### config.mk
export PLATFORM = sky130hd
export DESIGN_NAME = zip_local_header_parser_top
export DESIGN_NICKNAME = d
export VERILOG_FILES = /design/src/design/zlhp_pkg.sv /design/src/design/zlhp_front.sv /design/src/design/zlhp_queue.sv /design/src/design/zlhp_back.sv /design/src/design/zip_local_header_parser_top.sv
export SDC_FILE = /design/constraint.sdc
export NUM_CORES = 2
export LEC_CHECK = 0
export ABC_AREA = 1
export BUFFER_PORTS_ARGS = -buffer_cell sky130_fd_sc_hd__buf_2
export CAP_MARGIN = 15
export CORE_MARGIN = 5
export CORE_UTILIZATION = 40
export DETAILED_ROUTE_END_ITERATION = 7
export SKIP_CTS_REPAIR_TIMING = 1
export SYNTH_ARGS = -nofsm -noshare
export SYNTH_HDL_FRONTEND = slang
export SYNTH_SLANG_ARGS = --single-unit
export TNS_END_PERCENT = 20
### constraint.sdc
create_clock -name clk -period 21.8 [get_ports clk]
set_input_delay 2.18 -clock clk [delete_from_list [all_inputs] [get_ports clk]]
set_output_delay 2.18 -clock clk [all_outputs]
set_load 0.005 [all_outputs]
### src/design/zlhp_pkg.sv
// Types and constants shared by the ZIP local header parser modules.
package zlhp_pkg;

  typedef enum logic [1:0] {
    PH_HEADER = 2'd0,
    PH_NAME   = 2'd1,
    PH_EXTRA  = 2'd2,
    PH_DATA   = 2'd3
  } phase_t;

  localparam logic [1:0] KIND_BEGIN = 2'd0;
  localparam logic [1:0] KIND_NAME  = 2'd1;
  localparam logic [1:0] KIND_DATA  = 2'd2;
  localparam logic [1:0] KIND_END   = 2'd3;

  localparam logic [1:0] STOP_NO_ROOM   = 2'd0;
  localparam logic [1:0] STOP_BAD_SIG   = 2'd1;
  localparam logic [1:0] STOP_TRUNCATED = 2'd2;

  localparam int unsigned HDR_BYTES = 30;
  localparam int unsigned SIG_BYTES = 4;

  localparam logic [4:0] HDR_SIZE_B0  = 5'd18;
  localparam logic [4:0] HDR_SIZE_B1  = 5'd19;
  localparam logic [4:0] HDR_SIZE_B2  = 5'd20;
  localparam logic [4:0] HDR_SIZE_B3  = 5'd21;
  localparam logic [4:0] HDR_SUM_BASE = 5'd22;
  localparam logic [4:0] HDR_NAME_LO  = 5'd26;
  localparam logic [4:0] HDR_NAME_HI  = 5'd27;
  localparam logic [4:0] HDR_EXTRA_LO = 5'd28;
  localparam logic [4:0] HDR_EXTRA_HI = 5'd29;

  localparam logic [3:0][7:0] SIG = {8'h04, 8'h03, 8'h4B, 8'h50};

  typedef struct packed {
    logic [1:0]  kind;
    logic [7:0]  byte_value;
    logic [15:0] name_length;
    logic [31:0] data_size;
    logic [27:0] entry_number;
    logic        field_last;
    logic [1:0]  stop_reason;
    logic        last_result;
  } res_t;

  typedef struct packed {
    logic p0;
    logic p1;
  } push_t;

  typedef struct packed {
    logic nempty;
    logic near_full;
  } q_stat_t;

endpackage

### src/design/zlhp_front.sv
// Parser front end: walks local headers and forms up to two results per byte.
module zlhp_front (
  input  logic               clk,
  input  logic               rst_n,
  input  logic               cfg_wr_en,
  input  logic [31:0]        cfg_wr_data,
  input  logic               in_accept,
  input  logic [7:0]         in_byte,
  output zlhp_pkg::push_t    push,
  output zlhp_pkg::res_t     res0,
  output zlhp_pkg::res_t     res1
);

  localparam logic [31:0] SUM_OFFSET =
    32'(zlhp_pkg::HDR_BYTES - 32'(zlhp_pkg::HDR_SIZE_B3) - 1);

  zlhp_pkg::phase_t phase_r, phase_nxt;
  logic [4:0]  idx_r, idx_nxt;
  logic [31:0] pos_r, pos_nxt;
  logic [15:0] nl_r, nl_nxt;
  logic [15:0] el_r, el_nxt;
  logic [31:0] ds_r, ds_nxt;
  logic [31:0] rem_r, rem_nxt;
  logic [27:0] ec_r, ec_nxt;
  logic        stopped_r, stopped_nxt;
  logic [31:0] len_r, len_nxt;
  logic [33:0] sum_r, sum_nxt;

  logic        active, hdr, early_stop, sig_bad, cap_en, hdr_done, trunc;
  logic        fld_last, do_adv, go_name, go_ext, go_data, finish, fin_stop, room_fail;
  logic        emit_byte, has0, has1;
  logic [31:0] room_base, pos_plus;
  logic [33:0] hdr_end;
  logic [27:0] ec_inc;

  assign active     = in_accept && !stopped_r;
  assign hdr        = (phase_r == zlhp_pkg::PH_HEADER);
  assign room_base  = (hdr && idx_r == '0) ? pos_r : pos_r + 32'd1;
  assign room_fail  = ({1'b0, room_base} + 33'(zlhp_pkg::HDR_BYTES)) > {1'b0, len_r};
  assign early_stop = hdr && idx_r == '0 && room_fail;
  assign sig_bad    = hdr && !early_stop && idx_r < 5'(zlhp_pkg::SIG_BYTES) &&
                      in_byte != zlhp_pkg::SIG[idx_r[1:0]];
  assign cap_en     = active && hdr && !early_stop && !sig_bad;
  assign hdr_done   = hdr && !early_stop && idx_r == zlhp_pkg::HDR_EXTRA_HI;
  assign hdr_end    = sum_r + {18'd0, in_byte, 8'd0};
  assign trunc      = hdr_done && hdr_end > {2'b00, len_r};
  assign fld_last   = !hdr && rem_r <= 32'd1;
  assign do_adv     = (hdr_done && !trunc) || fld_last;
  assign go_name    = phase_r < zlhp_pkg::PH_NAME && nl_nxt != '0;
  assign go_ext     = !go_name && phase_r < zlhp_pkg::PH_EXTRA && el_nxt != '0;
  assign go_data    = !go_name && !go_ext && phase_r < zlhp_pkg::PH_DATA && ds_nxt != '0;
  assign finish     = do_adv && !go_name && !go_ext && !go_data;
  assign fin_stop   = finish && room_fail;
  assign emit_byte  = !hdr && phase_r != zlhp_pkg::PH_EXTRA;
  assign ec_inc     = ec_r + 28'd1;
  assign pos_plus   = pos_r + SUM_OFFSET;

  // Header field capture and the running end-of-entry sum
  always_comb begin
    nl_nxt  = nl_r;
    el_nxt  = el_r;
    ds_nxt  = ds_r;
    sum_nxt = sum_r;
    if (cap_en) begin
      case (idx_r)
        zlhp_pkg::HDR_SIZE_B0:  ds_nxt[7:0]   = in_byte;
        zlhp_pkg::HDR_SIZE_B1:  ds_nxt[15:8]  = in_byte;
        zlhp_pkg::HDR_SIZE_B2:  ds_nxt[23:16] = in_byte;
        zlhp_pkg::HDR_SIZE_B3:  ds_nxt[31:24] = in_byte;
        zlhp_pkg::HDR_SUM_BASE: sum_nxt = {2'b00, pos_plus} + {2'b00, ds_r};
        zlhp_pkg::HDR_NAME_LO:  nl_nxt[7:0]   = in_byte;
        zlhp_pkg::HDR_NAME_HI: begin
          nl_nxt[15:8] = in_byte;
          sum_nxt      = sum_r + {18'd0, in_byte, nl_r[7:0]};
        end
        zlhp_pkg::HDR_EXTRA_LO: begin
          el_nxt[7:0] = in_byte;
          sum_nxt     = sum_r + {26'd0, in_byte};
        end
        zlhp_pkg::HDR_EXTRA_HI: el_nxt[15:8] = in_byte;
        default: ;
      endcase
    end
  end

  // Next phase
  always_comb begin
    phase_nxt = phase_r;
    if (active && do_adv) begin
      if (go_name) begin
        phase_nxt = zlhp_pkg::PH_NAME;
      end else if (go_ext) begin
        phase_nxt = zlhp_pkg::PH_EXTRA;
      end else if (go_data) begin
        phase_nxt = zlhp_pkg::PH_DATA;
      end else begin
        phase_nxt = zlhp_pkg::PH_HEADER;
      end
    end
  end

  // Counters and flags
  always_comb begin
    idx_nxt     = idx_r;
    pos_nxt     = pos_r;
    rem_nxt     = rem_r;
    ec_nxt      = ec_r;
    stopped_nxt = stopped_r;
    len_nxt     = cfg_wr_en ? cfg_wr_data : len_r;
    if (active) begin
      pos_nxt = pos_r + 32'd1;
      if (cap_en) begin
        idx_nxt = hdr_done ? '0 : idx_r + 5'd1;
      end
      if (!hdr) begin
        rem_nxt = fld_last ? '0 : rem_r - 32'd1;
      end
      if (do_adv) begin
        if (go_name) begin
          rem_nxt = {16'd0, nl_nxt};
        end else if (go_ext) begin
          rem_nxt = {16'd0, el_nxt};
        end else if (go_data) begin
          rem_nxt = ds_nxt;
        end
      end
      if (finish) begin
        ec_nxt  = ec_inc;
        idx_nxt = '0;
      end
      if (early_stop || sig_bad || trunc || fin_stop) begin
        stopped_nxt = 1'b1;
      end
    end
  end

  // Result formation
  always_comb begin
    res0 = '0;
    res1 = '0;
    has0 = 1'b0;
    has1 = 1'b0;
    if (early_stop || sig_bad || trunc) begin
      has0              = 1'b1;
      res0.kind         = zlhp_pkg::KIND_END;
      res0.entry_number = ec_r;
      res0.stop_reason  = early_stop ? zlhp_pkg::STOP_NO_ROOM :
                          sig_bad    ? zlhp_pkg::STOP_BAD_SIG : zlhp_pkg::STOP_TRUNCATED;
    end else if (hdr_done) begin
      has0              = 1'b1;
      res0.kind         = zlhp_pkg::KIND_BEGIN;
      res0.name_length  = nl_nxt;
      res0.data_size    = ds_nxt;
      res0.entry_number = ec_r;
    end else if (emit_byte) begin
      has0              = 1'b1;
      res0.kind         = (phase_r == zlhp_pkg::PH_NAME) ? zlhp_pkg::KIND_NAME
                                                         : zlhp_pkg::KIND_DATA;
      res0.byte_value   = in_byte;
      res0.entry_number = ec_r;
      res0.field_last   = fld_last;
    end else if (fin_stop) begin
      has0              = 1'b1;
      res0.kind         = zlhp_pkg::KIND_END;
      res0.entry_number = ec_inc;
      res0.stop_reason  = zlhp_pkg::STOP_NO_ROOM;
    end
    if ((hdr_done || emit_byte) && !trunc && fin_stop) begin
      has1              = 1'b1;
      res1.kind         = zlhp_pkg::KIND_END;
      res1.entry_number = ec_inc;
      res1.stop_reason  = zlhp_pkg::STOP_NO_ROOM;
      res1.last_result  = 1'b1;
    end
    res0.last_result = !has1;
    push.p0 = active && has0;
    push.p1 = active && has1;
  end

  always_ff @(posedge clk) begin
    if (!rst_n) begin
      phase_r   <= zlhp_pkg::PH_HEADER;
      idx_r     <= '0;
      pos_r     <= '0;
      nl_r      <= '0;
      el_r      <= '0;
      ds_r      <= '0;
      rem_r     <= '0;
      ec_r      <= '0;
      stopped_r <= 1'b0;
      len_r     <= '0;
      sum_r     <= '0;
    end else begin
      phase_r   <= phase_nxt;
      idx_r     <= idx_nxt;
      pos_r     <= pos_nxt;
      nl_r      <= nl_nxt;
      el_r      <= el_nxt;
      ds_r      <= ds_nxt;
      rem_r     <= rem_nxt;
      ec_r      <= ec_nxt;
      stopped_r <= stopped_nxt;
      len_r     <= len_nxt;
      sum_r     <= sum_nxt;
    end
  end

`ifndef SYNTHESIS
  a_silent_after_stop: assert property (@(posedge clk) disable iff (!rst_n)
    stopped_r |-> !push.p0) else $error("result pushed after parse stop");
  a_second_needs_first: assert property (@(posedge clk) disable iff (!rst_n)
    push.p1 |-> (push.p0 && res1.kind == zlhp_pkg::KIND_END))
    else $error("second result without first or not an end result");
  a_stop_sticks: assert property (@(posedge clk) disable iff (!rst_n)
    stopped_r |=> stopped_r) else $error("stop flag cleared");
  a_header_index_range: assert property (@(posedge clk) disable iff (!rst_n)
    !hdr |-> idx_r == '0) else $error("header index set outside header phase");
`endif

endmodule

### src/design/zlhp_queue.sv
// Short result queue between parser and output stage, two writes and one read per cycle.
module zlhp_queue #(
  parameter int unsigned DEPTH = 4
) (
  input  logic               clk,
  input  logic               rst_n,
  input  zlhp_pkg::push_t    push,
  input  zlhp_pkg::res_t     res0,
  input  zlhp_pkg::res_t     res1,
  input  logic               pop,
  output zlhp_pkg::res_t     head,
  output zlhp_pkg::q_stat_t  stat
);

  localparam int unsigned PW = (DEPTH > 1) ? $clog2(DEPTH) : 1;
  localparam int unsigned CW = $clog2(DEPTH + 1);

  zlhp_pkg::res_t mem_r [DEPTH];
  logic [PW-1:0]  wr_r, wr_nxt, rd_r, rd_nxt, wr1;
  logic [CW-1:0]  cnt_r, cnt_nxt;

  function automatic logic [PW-1:0] inc_ptr(input logic [PW-1:0] p);
    return (p == PW'(DEPTH - 1)) ? '0 : p + PW'(1);
  endfunction

  assign wr1            = inc_ptr(wr_r);
  assign head           = mem_r[rd_r];
  assign stat.nempty    = (cnt_r != '0);
  assign stat.near_full = (cnt_r >= CW'(DEPTH - 1));

  always_comb begin
    wr_nxt  = push.p1 ? inc_ptr(wr1) : (push.p0 ? wr1 : wr_r);
    rd_nxt  = pop ? inc_ptr(rd_r) : rd_r;
    cnt_nxt = cnt_r + CW'(push.p0) + CW'(push.p1) - CW'(pop);
  end

  always_ff @(posedge clk) begin
    if (push.p0) begin
      mem_r[wr_r] <= res0;
    end
    if (push.p1) begin
      mem_r[wr1] <= res1;
    end
  end

  always_ff @(posedge clk) begin
    if (!rst_n) begin
      wr_r  <= '0;
      rd_r  <= '0;
      cnt_r <= '0;
    end else begin
      wr_r  <= wr_nxt;
      rd_r  <= rd_nxt;
      cnt_r <= cnt_nxt;
    end
  end

`ifndef SYNTHESIS
  a_no_overflow: assert property (@(posedge clk) disable iff (!rst_n)
    cnt_r <= CW'(DEPTH)) else $error("queue count beyond depth");
  a_push_with_room: assert property (@(posedge clk) disable iff (!rst_n)
    stat.near_full |-> !push.p0) else $error("push into nearly full queue");
  a_pop_when_filled: assert property (@(posedge clk) disable iff (!rst_n)
    pop |-> stat.nempty) else $error("pop from empty queue");
`endif

endmodule

### src/design/zlhp_back.sv
// Output stage: registers one queued result and holds it while the receiver stalls.
module zlhp_back (
  input  logic               clk,
  input  logic               rst_n,
  input  zlhp_pkg::q_stat_t  stat,
  input  zlhp_pkg::res_t     head,
  output logic               pop,
  input  logic               out_stall,
  output logic               out_valid,
  output zlhp_pkg::res_t     out_res
);

  logic           vld_r, vld_nxt;
  zlhp_pkg::res_t res_r, res_nxt;

  assign pop       = stat.nempty && (!vld_r || !out_stall);
  assign out_valid = vld_r;
  assign out_res   = res_r;

  always_comb begin
    res_nxt = pop ? head : res_r;
    vld_nxt = pop || (vld_r && out_stall);
  end

  always_ff @(posedge clk) begin
    res_r <= res_nxt;
  end

  always_ff @(posedge clk) begin
    if (!rst_n) begin
      vld_r <= 1'b0;
    end else begin
      vld_r <= vld_nxt;
    end
  end

`ifndef SYNTHESIS
  a_hold_on_stall: assert property (@(posedge clk) disable iff (!rst_n)
    (vld_r && out_stall) |=> (vld_r && $stable(res_r)))
    else $error("output result changed under stall");
  a_no_pop_on_stall: assert property (@(posedge clk) disable iff (!rst_n)
    (vld_r && out_stall) |-> !pop) else $error("queue popped while output held");
  a_fill_from_queue: assert property (@(posedge clk) disable iff (!rst_n)
    (!vld_r && stat.nempty) |=> vld_r) else $error("pending result not loaded");
`endif

endmodule

### src/design/zip_local_header_parser_top.sv
// Top level of the ZIP local header parser.
// Usage:
//   Write the archive length through cfg_wr_en / cfg_wr_data while idle, then
//   present archive bytes in order on in_archive_byte with in_valid. A byte
//   transfers at an edge where in_valid is high and in_stall is low.
//   Results leave on the out_ channel, one per transfer: entry begin, name
//   bytes, data bytes and one end result; out_last_result marks the final
//   result caused by a byte. Extra-field bytes give no result.
//   A result is written into the result queue, then registered in the output stage before it is offered.
//   Throughput: one byte per cycle while in_stall is low; the output stage
//   drains one result per cycle, so a byte causing two results leaves one more entry in the queue.
//   The result queue (QUEUE_DEPTH entries) sets in_stall: it rises when fewer
//   than two entries are free.
//   When the receiver raises out_stall the held result stays, the queue fills,
//   and in_stall rises soon after.
//   Reset (rst_n low, synchronous) empties the queue, clears the parse state
//   and sets the archive length to zero.
//   After the end result further bytes are taken and dropped.
module zip_local_header_parser_top #(
  parameter int unsigned QUEUE_DEPTH = 4
) (
  input  logic        clk,
  input  logic        rst_n,
  input  logic        cfg_wr_en,
  input  logic [31:0] cfg_wr_data,
  input  logic        in_valid,
  output logic        in_stall,
  input  logic [7:0]  in_archive_byte,
  output logic        out_valid,
  input  logic        out_stall,
  output logic [1:0]  out_kind,
  output logic [7:0]  out_byte_value,
  output logic [15:0] out_name_length,
  output logic [31:0] out_data_size,
  output logic [27:0] out_entry_number,
  output logic        out_field_last,
  output logic [1:0]  out_stop_reason,
  output logic        out_last_result
);

  zlhp_pkg::push_t   push;
  zlhp_pkg::res_t    res0, res1, head, out_res;
  zlhp_pkg::q_stat_t stat;
  logic              pop;
  logic              in_accept;

  assign in_stall  = stat.near_full;
  assign in_accept = in_valid && !in_stall;

  zlhp_front u_front (
    .clk         (clk),
    .rst_n       (rst_n),
    .cfg_wr_en   (cfg_wr_en),
    .cfg_wr_data (cfg_wr_data),
    .in_accept   (in_accept),
    .in_byte     (in_archive_byte),
    .push        (push),
    .res0        (res0),
    .res1        (res1)
  );

  zlhp_queue #(
    .DEPTH (QUEUE_DEPTH)
  ) u_queue (
    .clk   (clk),
    .rst_n (rst_n),
    .push  (push),
    .res0  (res0),
    .res1  (res1),
    .pop   (pop),
    .head  (head),
    .stat  (stat)
  );

  zlhp_back u_back (
    .clk       (clk),
    .rst_n     (rst_n),
    .stat      (stat),
    .head      (head),
    .pop       (pop),
    .out_stall (out_stall),
    .out_valid (out_valid),
    .out_res   (out_res)
  );

  assign out_kind         = out_res.kind;
  assign out_byte_value   = out_res.byte_value;
  assign out_name_length  = out_res.name_length;
  assign out_data_size    = out_res.data_size;
  assign out_entry_number = out_res.entry_number;
  assign out_field_last   = out_res.field_last;
  assign out_stop_reason  = out_res.stop_reason;
  assign out_last_result  = out_res.last_result;

endmodule
==> qor.csv <==
metric;value;unit
ys_types;58;
grt_pass1_wl;213500;um
cts-root-buf;clkbuf_16;
critPathTopFamily;simple AND/OR/NAND/NOR gates;
endpoint;u_queue.mem_r[0][15]$_DFFE_PP_;
arrival;12130;ps
drt_iter0_drc;3739;
r2r_setup_slack;10070;ps
grt_setup_unrepaired;no;
r2r-start;u_front.idx_r[0]$_SDFFE_PN0P_;
cp_num_buf_inv;6;
p_per_area;109.0;mW/mm^2
ys_warn_count;0;
final_nets;6204;
final_cell_mix;nand2_1 (1555), nor2_1 (896), inv_1 (663);
clock_path_buffers;3;
synth_top_area_share;23.05;%
critPathKind;register to register;
antenna_found_initial;6;
numCtsBuffers;82;
slew_headroom;19.47;%
drc_errors;0;
final_common_cell;nand2_1;
r2r-end;u_queue.mem_r[0][15]$_DFFE_PP_;
fp.dieW;330.8;um
dr.pass1.iters;6;
synth-seq-cells;688;
finish.utilization;44.31;%
skew;29.55;ps
tightest_slew;1207;ps
start_util;40.34;%
post-place-ws;10320;ps
ys_seq_area_share;38.67;%
r2r_cells;44;
area_growth;9.843;%
clkTransAtPathRegs;60;ps
status;finished clean;
grtUsageTotal;24.70;%
syn_nets;6264;
drv_slew;0;
timing.setup.tns;0;ps
grt_max_degree;96;
vias_per_cell;5.298;
clock-sinks;688;
synthCells;6076;
placementRows;117;
ant_nets;0;
worstSkewPairLatency;670;ps
fin_crit_sh;53.79;%
drive_gt1_share;6.691;%
wl;139100;um
vdd_drop_max;0.07702;mV
worst-path-max-fanout;72;
gp_congestion;0.9590;
slowest_stage;nand3_4;
grt_pass1_vias;36420;
cp_slowest_stage_delay;910;ps
grt-ovfl-total;0;
nFillCells;10580;
synth_top_cell_by_area;dfxtp_1;
cp-start-kind;register;
setup_viol;0;
cts_tree;built;
fp.dieH;330.8;um
core;0.1020;mm^2
hold_path_class;register to register;
crit_start;u_front.idx_r[0]$_SDFFE_PN0P_;
htree_levels;3;
synth-main-ff-cell;dfxtp_1;
max_freq;0.08527;GHz
routedWlPerCell;18.66;um
netlist_area;0.04116;mm^2
fin_crit;11730;ps
cp.depth;44;
finalHoldViolations;0;
ios;137;
cap_violations;0;
crit_top_cell;nand2_1;
num_vias;39480;
hpwl;92340;um
holdWs;465.2;ps
async_flop_share;0;%
worst_slack;10070;ps
die_area;0.1094;mm^2
synth_area_leaders;dfxtp_1 (23%), edfxtp_1 (16%), nand2_1 (14%);
cp.required;22200;ps
avgSynthCellArea;6.774;um^2
worstSetupEndpointType;register;
io_buffers;136;
p_leak;0.02189;uW
synth-edff-count;214;
## registers in the layout, summed over array words and instances, names as in the netlist, 28 cells and up
| register | count |
|---|---|
| u_front.pos_r | 32 |
| u_front.sum_r | 34 |
| u_front.ds_r | 32 |
| u_front.ec_r | 28 |
| u_front.len_r | 32 |
| u_back.out_res | 90 |
| u_queue.mem_r | 360 |
| u_front.rem_r | 32 |
## Yosys cell counts, drive strengths merged, types with 2 or more instances
cell type	instances
o21ai	490
nor4b	3
o2111ai	2
xor2	112
or4	2
nand4	93
buf	120
nor3b	3
nand3b	4
o21bai	8
or2	7
a21o	4
dfxtp	474
a211oi	14
ha	138
o31ai	4
edfxtp	214
xnor2	29
a31oi	26
a21oi	472
nand2	1571
fa	5
nor2	927
mux2	7
nor4	9
mux2i	17
a221oi	2
o22ai	42
clkinv	8
clkbuf	199
o221ai	2
and2	3
a311oi	2
inv	693
nand3	304
nor3	37
o211ai	20
o21a	4
## worst register-to-register path, delay by kind of cell, from the launching register on
family,cells,cell delay (ps)
flops,1,350
buf+inv,6,2630
xor+xnor,1,170
compound gates,4,990
fa+ha+maj,3,810
simple gates,30,6530
## power breakdown
group	internal, uW	leakage, uW	switching (uW)	total [uW]
clock	805	0.00130	589	1390
combinational	510	0.0146	1160	1670
sequential	1720	0.00602	147	1870
## cell families (layout without fill, tap and decap cells)
| logic type | Yosys count | count (layout) | synth area share (%) |
|---|---|---|---|
| flops | 688 | 688 | 38.67 |
| buf+inv | 1020 | 1027 | 9.798 |
| simple gates | 2964 | 2964 | 29.51 |
| other cells | 0 | 2 | 0 |
| mux | 24 | 24 | 0.6049 |
| compound gates | 1096 | 1096 | 13.98 |
| xor+xnor | 141 | 141 | 3.000 |
| fa+ha+maj | 143 | 143 | 4.438 |
## worst min path at each step
stage                                         to  slack, ps  cells past startpoint                         startpoint
3_3_place_gp   u_queue.mem_r[0][81]$_SDFFE_PP0P_        450                      2  u_queue.mem_r[0][81]$_SDFFE_PP0P_
6_report       u_queue.mem_r[0][78]$_SDFFE_PP0P_        470                      2  u_queue.mem_r[0][78]$_SDFFE_PP0P_
2_1_floorplan     u_front.stopped_r$_SDFFE_PN0P_        440                      2     u_front.stopped_r$_SDFFE_PN0P_
3_5_place_dp   u_queue.mem_r[0][78]$_SDFFE_PP0P_        460                      2  u_queue.mem_r[0][78]$_SDFFE_PP0P_
5_1_grt        u_queue.mem_r[0][77]$_SDFFE_PP0P_        480                      2  u_queue.mem_r[0][77]$_SDFFE_PP0P_
4_1_cts        u_queue.mem_r[0][78]$_SDFFE_PP0P_        470                      2  u_queue.mem_r[0][78]$_SDFFE_PP0P_
## routing by layer
| metal | share of wire [%] | global-route usage (%) | wire length [um] |
|---|---|---|---|
| met1 | 44 | 32.96 | 60580 |
| met5 | 0.019 | 0 | 27 |
| met4 | 4.4 | 10.46 | 6092 |
| met3 | 6.9 | 3.507 | 9600 |
| met2 | 45 | 40.21 | 62810 |
## through the flow
stage	cells	instance area, um^2	total power (uW)
final	7453	45210	4929
after global routing	7451	45210	5259
after CTS	7451	45210	4961
after detailed placement	7300	42530	3559
after global placement	7300	42530	3534
after floorplan	6076	41160	3014
## area by class of cell
cell class                 count  area, um^2  share of cell area, %
sequential                   688       15920                  35.21
clock buffer                 109        2225                  4.921
multi-input combinational   4368       21290                  47.08
clock inverter                42       446.7                 0.9880
tap                         1368        1712                  3.786
timing repair buffer         175       975.9                  2.159
inverter                     701        2643                  5.845
antenna                        2       5.005                0.01107
(Power assumes the default switching activity.)
